### src/lbbt_pkg.sv
`default_nettype none

package lbbt_pkg;

    // Fixed field widths of the stream and configuration ports
    localparam int LABEL_W       = 10;
    localparam int POS_W         = 12;
    localparam int SIZE_W        = 13;
    localparam int CFG_W         = 13;
    localparam int CFG_IDX_W     = 1;
    localparam int S_TDATA_W     = 16;
    localparam int S_TUSER_W     = 2;
    localparam int M_TDATA_W     = 56;
    localparam int M_TUSER_W     = 1;

    // Frame size after reset
    localparam int FRAME_W_RESET = 640;
    localparam int FRAME_H_RESET = 480;

    // Labels per word of the valid-mark memory
    localparam int VALID_ROW_W   = 32;

    // Register indexes
    localparam logic [CFG_IDX_W-1:0] REG_FRAME_WIDTH  = 1'd0;
    localparam logic [CFG_IDX_W-1:0] REG_FRAME_HEIGHT = 1'd1;

    // Request kind on the input tuser
    localparam logic REQ_QUERY = 1'b1;

    // Work handed from the front end to the back end
    typedef enum logic [1:0] {
        OP_UPDATE,
        OP_QUERY,
        OP_CLEAR
    } t_op;

    typedef struct packed {
        t_op  op;
        logic frame_start;
        logic out_of_range;
    } t_item_ctrl;

endpackage

`default_nettype wire

### src/lbbt_front.sv
`default_nettype none

module lbbt_front #(
    parameter int MAX_LABELS = 1024,
    parameter int MAX_DIM    = 4096
) (
    input  wire logic                                 i_clk,
    input  wire logic                                 i_rst_n,
    input  wire logic                                 i_cfg_we,
    input  wire logic [lbbt_pkg::CFG_IDX_W-1:0]       i_cfg_idx,
    input  wire logic [lbbt_pkg::CFG_W-1:0]           i_cfg_wdata,
    input  wire logic                                 i_valid,
    output logic                                      o_ready,
    input  wire logic                                 i_req_type,
    input  wire logic [lbbt_pkg::LABEL_W-1:0]         i_label,
    input  wire logic                                 i_frame_start,
    input  wire logic                                 i_q_full,
    output logic                                      o_push,
    output lbbt_pkg::t_item_ctrl                      o_ctrl,
    output logic      [lbbt_pkg::LABEL_W-1:0]         o_label,
    output logic      [$clog2(MAX_DIM)-1:0]           o_col,
    output logic      [$clog2(MAX_DIM)-1:0]           o_row
);

    import lbbt_pkg::*;

    localparam int CW    = $clog2(MAX_DIM);
    localparam int DW    = CW + 1;
    localparam int WW    = (DW > CFG_W) ? DW : CFG_W;
    localparam int W_RST = (FRAME_W_RESET > MAX_DIM) ? MAX_DIM : FRAME_W_RESET;
    localparam int H_RST = (FRAME_H_RESET > MAX_DIM) ? MAX_DIM : FRAME_H_RESET;

    function automatic logic [DW-1:0] clamp_dim(input logic [CFG_W-1:0] v);
        logic [WW-1:0] ext;
        ext = WW'(v);
        if (ext == '0) begin
            return DW'(1);
        end else if (ext > WW'(MAX_DIM)) begin
            return DW'(MAX_DIM);
        end else begin
            return DW'(ext);
        end
    endfunction

    logic [DW-1:0] r_width, r_height;
    logic [CW-1:0] r_col, n_col;
    logic [DW-1:0] r_row, n_row;

    logic          accept;
    logic          is_query;
    logic          in_range;
    logic          pix_live;
    logic [CW-1:0] col_cur;
    logic [DW-1:0] row_cur;
    logic [DW-1:0] col_inc;

    // Hold the clamped frame size
    always_ff @(posedge i_clk) begin
        if (!i_rst_n) begin
            r_width  <= DW'(W_RST);
            r_height <= DW'(H_RST);
        end else if (i_cfg_we) begin
            case (i_cfg_idx)
                REG_FRAME_WIDTH:  r_width  <= clamp_dim(i_cfg_wdata);
                REG_FRAME_HEIGHT: r_height <= clamp_dim(i_cfg_wdata);
                default: ;
            endcase
        end
    end

    assign o_ready = !i_q_full;
    assign accept  = i_valid && !i_q_full;

    // Classify the beat against the raster position
    always_comb begin
        is_query = (i_req_type == REQ_QUERY);
        in_range = (32'(i_label) < MAX_LABELS);
        col_cur  = i_frame_start ? '0 : r_col;
        row_cur  = i_frame_start ? '0 : r_row;
        pix_live = !is_query && (row_cur < r_height);
        col_inc  = DW'(col_cur) + DW'(1);

        o_ctrl.frame_start  = i_frame_start;
        o_ctrl.out_of_range = !in_range;
        if (is_query) begin
            o_ctrl.op = OP_QUERY;
        end else if (pix_live && in_range) begin
            o_ctrl.op = OP_UPDATE;
        end else begin
            o_ctrl.op = OP_CLEAR;
        end

        // Drop pixels that neither update a box nor start a frame
        o_push  = accept && (is_query || (pix_live && in_range) || i_frame_start);
        o_label = i_label;
        o_col   = col_cur;
        o_row   = row_cur[CW-1:0];
    end

    // Advance the raster position
    always_comb begin
        n_col = r_col;
        n_row = r_row;
        if (accept) begin
            if (pix_live) begin
                if (col_inc >= r_width) begin
                    n_col = '0;
                    n_row = row_cur + DW'(1);
                end else begin
                    n_col = col_inc[CW-1:0];
                    n_row = row_cur;
                end
            end else begin
                n_col = col_cur;
                n_row = row_cur;
            end
        end
    end

    always_ff @(posedge i_clk) begin
        if (!i_rst_n) begin
            r_col <= '0;
            r_row <= '0;
        end else begin
            r_col <= n_col;
            r_row <= n_row;
        end
    end

endmodule

`default_nettype wire

### config.mk
export PLATFORM = sky130hd
export DESIGN_NAME = lbbt_front
export DESIGN_NICKNAME = d
export VERILOG_FILES = /design/src/lbbt_pkg.sv /design/src/lbbt_front.sv
export SDC_FILE = /design/constraint.sdc
export NUM_CORES = 1
export LEC_CHECK = 0
export BUFFER_PORTS_ARGS = -buffer_cell sky130_fd_sc_hd__buf_2
export CORE_ASPECT_RATIO = 1.4
export CORE_MARGIN = 8
export CORE_UTILIZATION = 50
export DETAILED_ROUTE_END_ITERATION = 8
export PLACE_DENSITY = 0.74
export SKIP_LAST_GASP = 1
export SLEW_MARGIN = 20
export SYNTH_ARGS = -nofsm -noshare
export SYNTH_HDL_FRONTEND = slang
export SYNTH_SLANG_ARGS = --single-unit
export TNS_END_PERCENT = 5
### constraint.sdc
create_clock -name i_clk -period 6.27 [get_ports i_clk]
set_input_delay 0.9405 -clock i_clk [delete_from_list [all_inputs] [get_ports i_clk]]
set_output_delay 0.9405 -clock i_clk [all_outputs]
set_load 0.02 [all_outputs]
==> reports/qor.tcl <==
set qor(yosys_warnings) 0
set qor(num-nets-final) 530
set qor(port-buffer-count) 49
set qor(netSwitchingPower_uw) 185
set qor(cts_tree) {yes}
set qor(max_capacitance_violation_count) 0
set qor(synth_top_area_share_pct) 29.1
set qor(worstMarginPinSlew_ns) 0.743
set qor(rsz0062_at_grt) {false}
set qor(critical_path_peak_fanout) 34
set qor(syn_to_final_growth_pct) 7.48
set qor(worstPathCellList) {buf_2, nor2b_1, ha_1, and4b_1, nand3_1, nor3_1, xor2_1, ha_1, nand4_1, a211oi_1, a221o_1, o2111ai_4, nor4_1, mux2i_1}
set qor(power_switching_share_pct) 27.1
set qor(syn_inst) 455
set qor(drt_pass1_iterations) 4
set qor(num_rows) 36
set qor(antenna_cells) 0
set qor(share_comb_of_total_power_pct) 14.5
set qor(yosys.cell_count.top_type) {sky130_fd_sc_hd__nand2_1}
set qor(tritoncts_buffers) 5
set qor(setup_tns_ns) 0
set qor(overflow) 0
set qor(pwr-share-seq_pct) 50.0
set qor(internal-power_uw) 497
set qor(coreArea_um2) 6890
set qor(detailroute.via_count) 3222
set qor(final-hold-violation-count) 0
set qor(synth_enable_flop_cells) 0
set qor(syn_area_cell_um2) 7.72
set qor(num-fill-cells) 666
set qor(dpl_worst_slack_ns) 1.32
set qor(detailedRoute.firstIterationViolations) 196
set qor(synthDominantAreaCellType) {sky130_fd_sc_hd__dfxtp_1}
set qor(startpoint_type) {input port}
set qor(synth_ff_type) {sky130_fd_sc_hd__dfxtp_1}
set qor(outcome) {completed}
set qor(track_usage_pct) 18.1
set qor(detail_route.wl_per_cell_um) 15.5
set qor(clk_root_buf) {sky130_fd_sc_hd__clkbuf_8}
set qor(cts_resized) 0
set qor(grt_pass1_wl_um) 14700
set qor(final.setup_skew_ns) 0.0145
set qor(die_outline_area_um2) 10000
set qor(initial_utilization_pct) 51.0
set qor(power_per_cell_area_nw_per_um2) 180
set qor(fraction_of_the_cycle_the_final_worst_path_needs_pct) 74.4
set qor(worst_path_most_repeated_cell) {sky130_fd_sc_hd__ha_1}
set qor(worstSetupPathType) {input port to register}
set qor(synth.lib_cells_used.distinct) 52
set qor(post-route-min-period_ns) 4.66
set qor(post_cts_buffers) 0
set qor(clock_power_share_pct) 35.6
set qor(power.total_uw) 681
set qor(async_flop_share_pct) 0
set qor(total_wire_length_after_detailed_routing_um) 8790
set qor(die_height_um) 115
set qor(maxSlewViolCount) 0
set qor(grt_start_max_net_pins) 41
set qor(detailed_place_hpwl_um) 6680
set qor(synth_area_um2) 3510
set qor(insertion_delay_ns) 0.31
set qor(postSynthRegisterBits) 51
set qor(horizontal_die_dimension_um) 86.8
set qor(critical_path.slowest_cell) {sky130_fd_sc_hd__nor3_1}
set qor(htree_levels) 2
set qor(fraction_of_final_layout_cells_sized_beyond_drive_strength_1_pct) 14.8
set qor(setup_slack_ns) 1.61
set qor(ys_seq_area_share_pct) 29.1
set qor(finalWeightedCongestion) 0.908
set qor(setup_violations) 0
set qor(hold_path.class) {register to register}
set qor(synth_nets) 513
set qor(cts_num_sinks) 51
set qor(netlist_top_cells_area) {sky130_fd_sc_hd__dfxtp_1 (29%), sky130_fd_sc_hd__ha_1 (9.6%), sky130_fd_sc_hd__nand2_1 (7.5%)}
set qor(drt-vias-per-instance) 5.67
set qor(power.ir.vdd_worst_v) 0.000120
set qor(worst_setup_hold_path_clk_slew_ns) 0.09
set qor(static-leakage-power_nw) 1.59
set qor(first_global_vias) 3204
set qor(cp-end-kind) {register}
set qor(postLayoutCoreUtil_pct) 54.8
set qor(crit_path_max_incr_delay_ns) 0.46
set qor(detail-route-antenna-nets) 0
set qor(postCtsHoldBufs) 0
set qor(cp_data_required_time_ns) 6.51
set qor(io-pin-count) 71
set qor(synth_top_cells_by_count) {sky130_fd_sc_hd__nand2_1 (70), sky130_fd_sc_hd__dfxtp_1 (51), sky130_fd_sc_hd__a21oi_1 (33)}
set qor(cts-root-to-sink-buffers) 2
set qor(drt_drc_violations_left) 0
set qor(grt_antenna_before_repair) 0
set qor(critPathArrivalTime_ns) 4.91
set qor(maxSlewHeadroom_pct) 50.4
set qor(fmax_ghz) 0.214
==> per-stage QoR <==
| step | cell area (um^2) | hold WS, ns | instances |
|---|---|---|---|
| 2_1_floorplan | 3510 | 0.436 | 455 |
| 3_3_place_gp | 3660 | 0.445 | 560 |
| 3_5_place_dp | 3660 | 0.449 | 560 |
| 4_1_cts | 3770 | 0.462 | 568 |
| 5_1_grt | 3780 | 0.484 | 568 |
| 6_report | 3780 | 0.458 | 568 |
==> state kept, by name, indices dropped and copies added (netlist names) <==
| signal | count |
|---|---|
| r_height | 13 |
| r_width | 13 |
| r_col | 12 |
| r_row | 13 |
==> worst paths after layout <==
| path | slack [ns] | cells after the start | from | to |
|---|---|---|---|---|
| max | 1.61 | 14 | i_frame_start | r_row[8]$_SDFFE_PN0P_ |
| min reg2reg | 0.46 | 2 | r_width[6]$_SDFFE_PN0P_ | r_width[6]$_SDFFE_PN0P_ |
| min | 0.46 | 2 | r_width[6]$_SDFFE_PN0P_ | r_width[6]$_SDFFE_PN0P_ |
| max reg2reg | 2.18 | 13 | r_col[0]$_SDFFE_PN0P_ | r_row[8]$_SDFFE_PN0P_ |
==> layout by cell type (no fill, tap or decap), types with 17 or more instances in the layout <==
| cell type | Yosys | final |
|---|---|---|
| sky130_fd_sc_hd__nor2b_1 | 30 | 29 |
| sky130_fd_sc_hd__dfxtp_1 | 51 | 51 |
| sky130_fd_sc_hd__nand2_1 | 70 | 70 |
| sky130_fd_sc_hd__a21oi_1 | 33 | 33 |
| sky130_fd_sc_hd__nand3_1 | 21 | 21 |
| sky130_fd_sc_hd__nor3_1 | 17 | 17 |
| sky130_fd_sc_hd__o21ai_0 | 18 | 18 |
| sky130_fd_sc_hd__buf_2 | 3 | 49 |
| sky130_fd_sc_hd__ha_1 | 27 | 27 |
| sky130_fd_sc_hd__inv_1 | 32 | 32 |
==> area by class of cell <==
| type | instances | area [um^2] | area share, % |
|---|---|---|---|
| clock inverters | 2 | 35.0 | 0.928 |
| flip-flops and latches | 51 | 1020 | 27.0 |
| well taps | 95 | 119 | 3.15 |
| repair buffers | 49 | 245 | 6.49 |
| multi-input cells | 332 | 2150 | 56.9 |
| clock buffers | 6 | 82.6 | 2.19 |
| inverters | 33 | 124 | 3.28 |
==> layer usage <==
layer	share of wire, %	global-route usage (%)
met5	0	0
met4	3.1	8.88
met3	5.3	3.72
met2	52	32.0
met1	40	19.9
==> power groups by stage <==
| stage | combinational (mW) | clock [mW] | sequential, mW |
|---|---|---|---|
| final | 0.0985 | 0.242 | 0.341 |
| after floorplan | 0.0844 | 0 | 0.346 |
| after CTS | 0.0988 | 0.247 | 0.341 |
| after global placement | 0.0964 | 0 | 0.348 |
| after global routing | 0.111 | 0.259 | 0.342 |
| after detailed placement | 0.0985 | 0 | 0.348 |
==> worst max-delay path, delay by kind of cell <==
kind | cells | cell delay (ns)
xor gates and xnor gates | 1 | 0.14
AOI/OAI and AO/OA | 3 | 0.98
muxes | 1 | 0.22
buffers and inverters | 1 | 0.31
adders and majority gates | 2 | 0.58
and+or+nand+nor | 6 | 1.73
==> logic make-up (layout without fill, tap and decap cells) <==
kind of cell	count (synthesis)	count (layout)	synth area share (%)
simple gates	194	194	29.1
compound gates	90	90	17.0
buf+inv	72	90	9.83
flops	51	51	29.1
fa+ha+maj	27	27	9.62
mux	11	11	3.13
xor+xnor	9	9	2.24
other cells	1	1	0.107
Power figures use the tool's default switching activity.
