### src/lbbt_queue.sv
`default_nettype none

module lbbt_queue #(
    parameter int DATA_W = 8,
    parameter int DEPTH  = 4
) (
    input  wire logic              i_clk,
    input  wire logic              i_rst_n,
    input  wire logic              i_push,
    input  wire logic [DATA_W-1:0] i_data,
    input  wire logic              i_pop,
    output logic      [DATA_W-1:0] o_data,
    output logic                   o_full,
    output logic                   o_empty
);

    localparam int PW = (DEPTH > 1) ? $clog2(DEPTH) : 1;
    localparam int NW = $clog2(DEPTH + 1);

    logic [DATA_W-1:0] r_mem [DEPTH];
    logic [PW-1:0]     r_wr_ptr, n_wr_ptr;
    logic [PW-1:0]     r_rd_ptr, n_rd_ptr;
    logic [NW-1:0]     r_count,  n_count;

    assign o_data  = r_mem[r_rd_ptr];
    assign o_full  = (r_count == NW'(DEPTH));
    assign o_empty = (r_count == '0);

    // Advance pointers and fill count
    always_comb begin
        n_wr_ptr = r_wr_ptr;
        n_rd_ptr = r_rd_ptr;
        n_count  = r_count;
        if (i_push) begin
            n_wr_ptr = (r_wr_ptr == PW'(DEPTH - 1)) ? '0 : r_wr_ptr + PW'(1);
        end
        if (i_pop) begin
            n_rd_ptr = (r_rd_ptr == PW'(DEPTH - 1)) ? '0 : r_rd_ptr + PW'(1);
        end
        if (i_push && !i_pop) begin
            n_count = r_count + NW'(1);
        end else if (!i_push && i_pop) begin
            n_count = r_count - NW'(1);
        end
    end

    always_ff @(posedge i_clk) begin
        if (!i_rst_n) begin
            r_wr_ptr <= '0;
            r_rd_ptr <= '0;
            r_count  <= '0;
        end else begin
            r_wr_ptr <= n_wr_ptr;
            r_rd_ptr <= n_rd_ptr;
            r_count  <= n_count;
        end
    end

    // Store entries
    always_ff @(posedge i_clk) begin
        if (i_push) begin
            r_mem[r_wr_ptr] <= i_data;
        end
    end

endmodule

`default_nettype wire

### config.mk
export PLATFORM = sky130hd
export DESIGN_NAME = lbbt_queue
export DESIGN_NICKNAME = d
export VERILOG_FILES = /design/src/lbbt_queue.sv
export SDC_FILE = /design/constraint.sdc
export NUM_CORES = 1
export LEC_CHECK = 0
export ABC_AREA = 1
export BUFFER_PORTS_ARGS = -buffer_cell sky130_fd_sc_hd__buf_2
export CAP_MARGIN = 20
export CORE_UTILIZATION = 50
export CTS_BUF_LIST = sky130_fd_sc_hd__clkbuf_4 sky130_fd_sc_hd__clkbuf_8
export CTS_CLUSTER_SIZE = 12
export DETAILED_ROUTE_END_ITERATION = 7
export PLACE_DENSITY = 0.68
export SYNTH_ARGS = -nofsm -noshare
export SYNTH_HDL_FRONTEND = slang
export SYNTH_SLANG_ARGS = --single-unit
export TNS_END_PERCENT = 1
### constraint.sdc
create_clock -name i_clk -period 2 [get_ports i_clk]
set_clock_uncertainty 0.15 [all_clocks]
set_input_delay 0.4 -clock i_clk [delete_from_list [all_inputs] [get_ports i_clk]]
set_output_delay 0.4 -clock i_clk [all_outputs]
set_load 0.05 [all_outputs]
==> results of run 1 <==
[metal layers]
| metal | part of all wire [%] | global-route usage (%) | vias to the layer above |
|---|---|---|---|
| met5 | 0 | 0 | - |
| met4 | 1.7 | 9.18 | 0 |
| met3 | 5.2 | 6.11 | 7 |
| met2 | 49 | 27.8 | 24 |
| met1 | 44 | 22.9 | 500 |
| li1 | - | - | 530 |
[worst paths after layout]
kind / cells past startpoint / end / slack, ns
worst min register to register: 2 / r_wr_ptr[1]$_SDFFE_PN0P_ / 0.39
worst max-delay path: 4 / o_data[7] / 0.05
worst max register to register: 4 / r_mem[0][1]$_DFFE_PP_ / 0.55
worst min-delay path: 1 / r_mem[3][6]$_DFFE_PP_ / 0.12
[synthesized netlist by cell type, drive strengths merged]
master | instances | area (µm²)
nor2 | 24 | 95.1
buf | 2 | 22.5
inv | 16 | 60.1
nand3 | 1 | 5.00
o22ai | 8 | 50.1
nand2 | 8 | 30.0
a21oi | 3 | 15.0
nor3 | 4 | 20.0
nand4 | 1 | 6.26
fa | 1 | 20.0
xor2 | 1 | 8.76
o21ai | 19 | 103
edfxtp | 32 | 961
dfxtp | 9 | 180
ha | 6 | 75.1
[cells by family (layout without fill, tap and decap cells)]
group / Yosys count / after routing / share of synthesized area [%]
compound gates: 30 / 30 / 10.2
xor+xnor: 1 / 1 / 0.530
fa+ha+maj: 7 / 7 / 5.76
buf+inv: 18 / 48 / 5.00
flops: 41 / 41 / 69.1
simple gates: 38 / 38 / 9.47
[worst max-delay path, stage by stage, from the launching register on]
cell	delay, ns
dfxtp_4	0.41
inv_4	0.09
o21ai_0	0.25
o22ai_2	0.11
buf_4	0.20
[report_power, final]
group	total [mW]	switching, mW	leakage [nW]	internal, mW
Combinational	0.333	0.231	0.368	0.102
Sequential	0.995	0.0295	0.370	0.966
Clock	0.403	0.238	0.0361	0.164
Total	1.73	0.499	0.773	1.23
[sequential cells by signal, summed over array words and instances, names as in the netlist, named ones only]
register  cells
r_mem        32
r_rd_ptr      2
r_wr_ptr      2
r_count       3
[cell type report]
cell class	count	area (µm²)
clock buffers	7	52.6
clock inverters	1	5.00
fillers	272	1200
inverters	16	62.6
multi-input cells	76	434
flip-flops and latches	41	1150
well taps	44	55.1
repair buffers	24	151
[what timing repair did]
item | in CTS | in global routing
hold endpoints to repair | 0 | 0
pin swaps | 1 | 1
endpoints found under the setup margin | 8 | 8
buffers inserted | 0 | 1
resized for setup | 8 | 10
[stage by stage]
stage	instance area (µm²)	setup TNS (ns)	hold slack (ns)	total power [mW]
finish	1910	0	0.116	1.73
floorplan	1650	0	0.340	1.24
global route	1910	-0.0422	0.0921	1.81
detailed placement	1800	0	0.383	1.33
CTS	1880	0	0.0976	1.73
global placement	1800	0	0.358	1.32
==> results.json, run 1 <==
{
  "cts_sinks": 41,
  "final_cell_mix": "32 x edfxtp_1, 22 x nor2_1, 14 x inv_1, 14 x o21ai_0, 13 x buf_2",
  "dp_slack_ns": 0.196,
  "syn_nets": 154,
  "area_growth_syn_to_layout_pct": 15.5,
  "timing.rr.start": "r_wr_ptr[0]$_SDFFE_PN0P_",
  "cts_hold_buf": 0,
  "status": "complete, no violations",
  "route.detailed.drc": 0,
  "die_w_um": 59.5,
  "final_nets": 183,
  "core_region_area_um2": 3100,
  "final_cells": 209,
  "grt_first_pass_wirelength_um": 4500,
  "cp-start-kind": "flip-flop",
  "num_antenna_cells": 0,
  "wl_per_cell_um": 13.1,
  "dpl.cell_count": 200,
  "die-area_um2": 3540,
  "viasPerCell": 5.08,
  "fin_crit_ns": 1.95,
  "num_io_pins": 22,
  "clock_path_buffers": 2,
  "syn-cell-area_um2": 1650,
  "std_cell_rows": 20,
  "hp-start": "i_data[6]",
  "h-tree-depth": 2,
  "clk_pin_slew_ns": 0.11,
  "crit_type": "reg -> out",
  "grt_use_total_pct": 18.1,
  "die-height_um": 59.5,
  "first_pass_iters": 4,
  "globalplace.congestion": 0.750,
  "final_common_cell": "edfxtp_1",
  "ys_types": 19,
  "p_leak_nw": 0.773,
  "required_ns": 1.45,
  "grt_max_degree": 17,
  "max_freq_ghz": 0.513,
  "fin_ws_ns": 0.0490,
  "power.density_nw_per_um2": 907,
  "postRouteAntennaNets": 0,
  "tightest_slew_ns": 0.404,
  "overflow": 0,
  "wirelength_um": 2730,
  "drive_above_1_share_pct": 24.8,
  "final_util_pct": 61.5,
  "finalSetupViolCount": 0,
  "end_kind": "output pin",
  "peakVddDrop_mv": 0.452,
  "cts_tree": "done",
  "io_buffers": 21,
  "hold_path_class": "in -> reg",
  "cap_violations": 0,
  "cp_max_fo": 16,
  "drtIter0Drc": 69,
  "drv_slew": 0,
  "place_hpwl_um": 1890,
  "arrival_ns": 1.40,
  "antenna_found_initial": 0,
  "cts_buffers": 5,
  "grt_pass1_vias": 1003,
  "vias": 1061,
  "finalHoldViolCount": 0,
  "rsz0062_at_grt": "yes",
  "syn_area_per_cell_um2": 12.2,
  "period_share_pct": 97.5,
  "ys_seq_area_share_pct": 69.1,
  "initial_utilization_pct": 53.2,
  "clk-insertion-delay-late_ns": 0.33,
  "synth-warning-count": 0,
  "netlist_instances": 135,
  "slew_headroom_pct": 73.0,
  "cts.root.buffer_cell": "clkbuf_4",
  "synth-seq-cells": 41
}
Note: power is estimated with default switching activity, not from simulation.
==> run 2: changes to the inputs <==
--- a/config.mk
+++ b/config.mk
@@ -5,14 +5,14 @@
 export SDC_FILE = /design/constraint.sdc
 export NUM_CORES = 1
 export LEC_CHECK = 0
-export ABC_AREA = 1
 export BUFFER_PORTS_ARGS = -buffer_cell sky130_fd_sc_hd__buf_2
 export CAP_MARGIN = 20
+export CELL_PAD_IN_SITES_DETAIL_PLACEMENT = 1
+export CELL_PAD_IN_SITES_GLOBAL_PLACEMENT = 1
 export CORE_UTILIZATION = 50
 export CTS_BUF_LIST = sky130_fd_sc_hd__clkbuf_4 sky130_fd_sc_hd__clkbuf_8
-export CTS_CLUSTER_SIZE = 12
 export DETAILED_ROUTE_END_ITERATION = 7
-export PLACE_DENSITY = 0.68
+export PLACE_DENSITY = 0.78
 export SYNTH_ARGS = -nofsm -noshare
 export SYNTH_HDL_FRONTEND = slang
 export SYNTH_SLANG_ARGS = --single-unit
==> results.json, run 2 <==
{
  "status": "complete, but fails checks",
  "violations": "negative setup slack",
  "arrival_ns": 1.54,
  "vias": 823,
  "totalPowerFinal_mw": 1.90,
  "final_nets": 134,
  "slew_headroom_pct": 71.3,
  "crit_type": "reg -> out",
  "ys_types": 20,
  "cp_max_fo": 8,
  "rsz0062_at_grt": "yes",
  "synth_top_area_share_pct": 59.5,
  "min_path_cells": 1,
  "tightest_slew_ns": 0.430,
  "syn_nets": 105,
  "die-area_um2": 3460,
  "finalSetupTns_ns": -0.560,
  "core_region_area_um2": 3050,
  "p_leak_nw": 0.721,
  "cts_buffers": 5,
  "grt_max_degree": 13,
  "cp-start-kind": "flip-flop",
  "fin_ws_ns": -0.0883,
  "largestRegisters": "r_mem x32, r_count x3",
  "final_common_cell": "edfxtp_1",
  "die-height_um": 58.8,
  "synthArstFlopShare_pct": 0,
  "final_util_pct": 63.6,
  "overflow": 0,
  "synth_top_area_cell": "edfxtp_1",
  "finalHoldViolCount": 0,
  "fin_crit_ns": 2.09,
  "wl_per_cell_um": 16.1,
  "hold_path_class": "in -> reg",
  "postRouteAntennaNets": 0,
  "ys_seq_area_share_pct": 70.6,
  "regMostFlops": "r_mem",
  "drtIter0Drc": 19,
  "end_kind": "output pin",
  "syn_area_per_cell_um2": 18.8,
  "finalSetupViolCount": 8,
  "grt_pass1_vias": 867,
  "drv_slew": 0,
  "wirelength_um": 2580,
  "first_pass_iters": 3,
  "viasPerCell": 5.14,
  "nFillCells": 287,
  "netlist_instances": 86,
  "globalplace.congestion": 0.644,
  "grt_first_pass_wirelength_um": 4020,
  "hp-start": "i_data[1]",
  "std_cell_rows": 20,
  "cap_violations": 0,
  "largest_reg_flops": 32,
  "synth_flop_cell": "edfxtp_1",
  "yosys-top-cells-count": "32 x edfxtp_1, 9 x dfxtp_1, 8 x mux4_2",
  "synth-seq-cells": 41,
  "yosysMostFrequentCell": "edfxtp_1",
  "reg2reg_depth": 4,
  "num_io_pins": 22,
  "cts_sinks": 41,
  "synth-warning-count": 0,
  "max_freq_ghz": 0.479,
  "cts.root.buffer_cell": "clkbuf_4",
  "period_share_pct": 104,
  "grt_use_total_pct": 17.5,
  "ys_top_cells_by_area": "edfxtp_1 59%, dfxtp_1 11%, mux4_2 11%",
  "post-cts-setup-buffers": 0,
  "initial_utilization_pct": 52.9,
  "cts_tree": "done",
  "place_hpwl_um": 1850,
  "antenna_found_initial": 0,
  "drive_above_1_share_pct": 36.2,
  "io_buffers": 21,
  "route.detailed.drc": 0,
  "h-tree-depth": 2,
  "power.density_nw_per_um2": 979,
  "die_w_um": 58.8,
  "clk_pin_slew_ns": 0.12,
  "timing.rr.start": "r_count[0]$_SDFFE_PN0P_",
  "syn-cell-area_um2": 1620,
  "final_cell_mix": "32 x edfxtp_1, 13 x buf_2, 8 x mux4_2, 8 x dfxtp_1, 7 x buf_6",
  "num_antenna_cells": 0,
  "area_growth_syn_to_layout_pct": 20.3,
  "clk-insertion-delay-late_ns": 0.34,
  "synth-edff-count": 32,
  "peakVddDrop_mv": 0.618,
  "clock_path_buffers": 2,
  "required_ns": 1.45
}
[run 2: cell count changes in the layout (fill, tap and decap cells not counted), moves of 4 or more]
cell      previous run  this run
clkbuf_4            11         6
nand2_1              8         0
inv_1               14         4
buf_6                1         7
mux4_2               0         8
and2_1               0         5
nor2b_1              0         5
nor2_1              22         1
buf_4                6         2
o22ai_1              7         0
mux2i_1              0         4
o21ai_0             14         1
[run 2: cell families (layout without fill, tap and decap cells)]
logic type | Yosys count | after routing | share of synthesized area, %
DFF | 41 | 41 | 70.6
and+or+nand+nor | 15 | 15 | 5.58
muxes | 12 | 12 | 13.6
adders and majority gates | 7 | 7 | 5.89
buffers and inverters | 6 | 36 | 1.94
AOI/OAI and AO/OA | 3 | 3 | 1.24
xor gates and xnor gates | 2 | 2 | 1.08
[run 2: what timing repair did]
| action | CTS | global route |
|---|---|---|
| gates resized for setup | 20 | 1 |
| pin swaps | 0 | 0 |
| hold buffers | 0 | 0 |
| endpoints found under the setup margin | 8 | 8 |
[run 2: power by group]
group	switching, mW	internal (mW)	leakage [nW]
sequential	0.0319	0.969	0.369
combinational	0.202	0.138	0.304
clock	0.249	0.312	0.0489
total	0.483	1.42	0.721
[run 2: per-layer routing]
| metal | track usage, % | vias to the layer above | wire (µm) |
|---|---|---|---|
| li1 | - | 386 | - |
| met1 | 20.0 | 417 | 1050 |
| met2 | 29.1 | 18 | 1420 |
| met3 | 5.93 | 2 | 85 |
| met4 | 9.18 | 0 | 30 |
| met5 | 0 | - | 0 |
[run 2: final cells by class]
class,count,area (µm²),area share (%)
well taps,44,55.1,2.83
flip-flops and latches,41,1140,58.8
inverters,4,15.0,0.773
clock buffers,7,58.8,3.03
multi-input cells,39,448,23.1
repair buffers,24,194,9.98
clock inverters,1,30.0,1.55
[run 2: final timing paths]
| kind | endpoint | slack [ns] |
|---|---|---|
| worst max-delay path | o_data[3] | -0.09 |
| worst min-delay path | r_mem[0][1]$_DFFE_PP_ | 0.12 |
| worst max register to register | r_count[2]$_SDFFE_PN0P_ | 0.32 |
| worst min register to register | r_count[2]$_SDFFE_PN0P_ | 0.38 |
[run 2: critical path: stages, from the launching register on]
cell,delay [ns]
dfxtp_2,0.37
buf_12,0.14
mux4_2,0.53
buf_8,0.17
[run 2: per-stage QoR]
step | instances | cell area [µm²] | setup slack [ns] | hold slack, ns
floorplan | 86 | 1620 | 0.00713 | 0.314
global route | 160 | 1940 | -0.163 | 0.104
global placement | 152 | 1790 | 0.0456 | 0.333
finish | 160 | 1940 | -0.0883 | 0.120
detailed placement | 152 | 1790 | -0.0630 | 0.358
CTS | 160 | 1940 | -0.116 | 0.105
==> run 3: changes to the inputs <==
--- a/config.mk
+++ b/config.mk
@@ -12,7 +12,7 @@
 export CORE_UTILIZATION = 50
 export CTS_BUF_LIST = sky130_fd_sc_hd__clkbuf_4 sky130_fd_sc_hd__clkbuf_8
 export DETAILED_ROUTE_END_ITERATION = 7
-export PLACE_DENSITY = 0.78
+export PLACE_DENSITY_LB_ADDON = 0.1
 export SYNTH_ARGS = -nofsm -noshare
 export SYNTH_HDL_FRONTEND = slang
 export SYNTH_SLANG_ARGS = --single-unit
==> results.json, run 3 (synthesized netlist as in run 2, its figures left out) <==
{
  "finalSetupViolCount": 8,
  "route.detailed.drc": 0,
  "fin_ws_ns": -0.0903,
  "timing.rr.start": "r_count[0]$_SDFFE_PN0P_",
  "grt_use_total_pct": 17.0,
  "status": "complete, but fails checks",
  "cts.root.buffer_cell": "clkbuf_4",
  "area_growth_syn_to_layout_pct": 17.5,
  "cts_sinks": 41,
  "cp_max_fo": 8,
  "cap_violations": 0,
  "cp-start-kind": "flip-flop",
  "holdPathEnd": "r_mem[3][5]$_DFFE_PP_",
  "globalplace.congestion": 0.618,
  "hp-start": "i_data[5]",
  "postRouteAntennaNets": 0,
  "period_share_pct": 105,
  "p_leak_nw": 0.701,
  "largestRegisters": "r_mem x32, r_count x3",
  "largest_reg_flops": 32,
  "overflow": 0,
  "grt_pass1_vias": 852,
  "finalHoldViolCount": 0,
  "final_cell_mix": "32 x edfxtp_1, 13 x buf_2, 8 x mux4_2, 8 x dfxtp_1, 8 x buf_6",
  "slowest_delay_ns": 0.53,
  "violations": "negative setup slack",
  "drv_slew": 0,
  "clk-insertion-delay-late_ns": 0.34,
  "drtIter0Drc": 23,
  "final_nets": 133,
  "cts_buffers": 5,
  "nFillCells": 295,
  "cts_tree": "done",
  "max_freq_ghz": 0.478,
  "totalPowerFinal_mw": 1.74,
  "clk_pin_slew_ns": 0.11,
  "clock_path_buffers": 2,
  "antenna_found_initial": 0,
  "crit_type": "reg -> out",
  "path_buf_inv": 2,
  "wl_per_cell_um": 16.1,
  "die-area_um2": 3460,
  "reg2reg_depth": 4,
  "std_cell_rows": 20,
  "hold_path_class": "in -> reg",
  "peakVddDrop_mv": 0.476,
  "drive_above_1_share_pct": 35.7,
  "first_pass_iters": 4,
  "num_io_pins": 22,
  "end_kind": "output pin",
  "h-tree-depth": 2,
  "wirelength_um": 2570,
  "post-cts-setup-buffers": 0,
  "arrival_ns": 1.54,
  "tightest_slew_ns": 0.425,
  "crit_family": "multiplexers",
  "slew_headroom_pct": 71.7,
  "slowest_stage": "mux4_2",
  "final_common_cell": "edfxtp_1",
  "io_buffers": 21,
  "viasPerCell": 5.04,
  "required_ns": 1.45,
  "die-height_um": 58.8,
  "crit_chain": "buf_12 -> mux4_2 -> buf_6",
  "vias": 801,
  "fin_crit_ns": 2.09,
  "reg2reg_slack_ns": 0.31,
  "grt_max_degree": 13,
  "grt_first_pass_wirelength_um": 4010,
  "worstReg2RegEnd": "r_count[2]$_SDFFE_PN0P_",
  "rsz0062_at_grt": "yes",
  "die_w_um": 58.8,
  "num_antenna_cells": 0,
  "finalSetupTns_ns": -0.550,
  "place_hpwl_um": 1840,
  "initial_utilization_pct": 52.9,
  "core_region_area_um2": 3050,
  "power.density_nw_per_um2": 916,
  "min_path_cells": 1,
  "regMostFlops": "r_mem"
}
==> run 3: per-layer routing <==
layer | global-route usage, % | part of all wire [%]
met3 | 4.18 | 3.2
met2 | 28.7 | 52
met4 | 11.2 | 2.5
met5 | 0 | 0
met1 | 19.2 | 43
==> run 3: repair_timing <==
| item | 4_1_cts | 5_1_grt |
|---|---|---|
| setup endpoints to repair | 8 | 8 |
| gates resized for setup | 17 | 0 |
| hold buffers | 0 | 0 |
==> run 3: metrics by stage <==
stage	utilization, %	cells	hold WS (ns)	setup WS, ns	area, µm²
floorplan	-	86	0.314	0.00713	1620
global placement	58.7	151	0.335	0.0260	1790
detailed placement	58.7	151	0.388	-0.0910	1790
CTS	62.2	159	0.101	-0.111	1900
global route	62.2	159	0.105	-0.143	1900
finish	62.2	159	0.114	-0.0903	1900
==> run 3: final cells by class <==
class,instances,area [µm²],area share [%]
repair buffers,23,183,9.62
clock inverters,2,10.0,0.527
multi-input cells,39,448,23.6
flip-flops and latches,41,1140,60.2
inverters,4,15.0,0.791
clock buffers,6,45.0,2.37
well taps,44,55.1,2.90
==> run 3: worst max-delay path by stage <==
stage,start,endpoint,cells past startpoint
CTS,flip-flop,o_data[6],3
floorplan,r_count[0]$_SDFFE_PN0P_,o_empty,1
global route,flip-flop,o_data[6],3
global placement,i_pop,r_count[2]$_SDFFE_PN0P_,8
finish,flip-flop,o_data[6],3
detailed placement,i_pop,r_count[2]$_SDFFE_PN0P_,8
==> run 3: power by group <==
part	total [mW]	switching, mW	internal, mW
logic	0.335	0.201	0.134
registers	1.00	0.0332	0.969
clock network	0.402	0.254	0.148
total	1.74	0.488	1.25
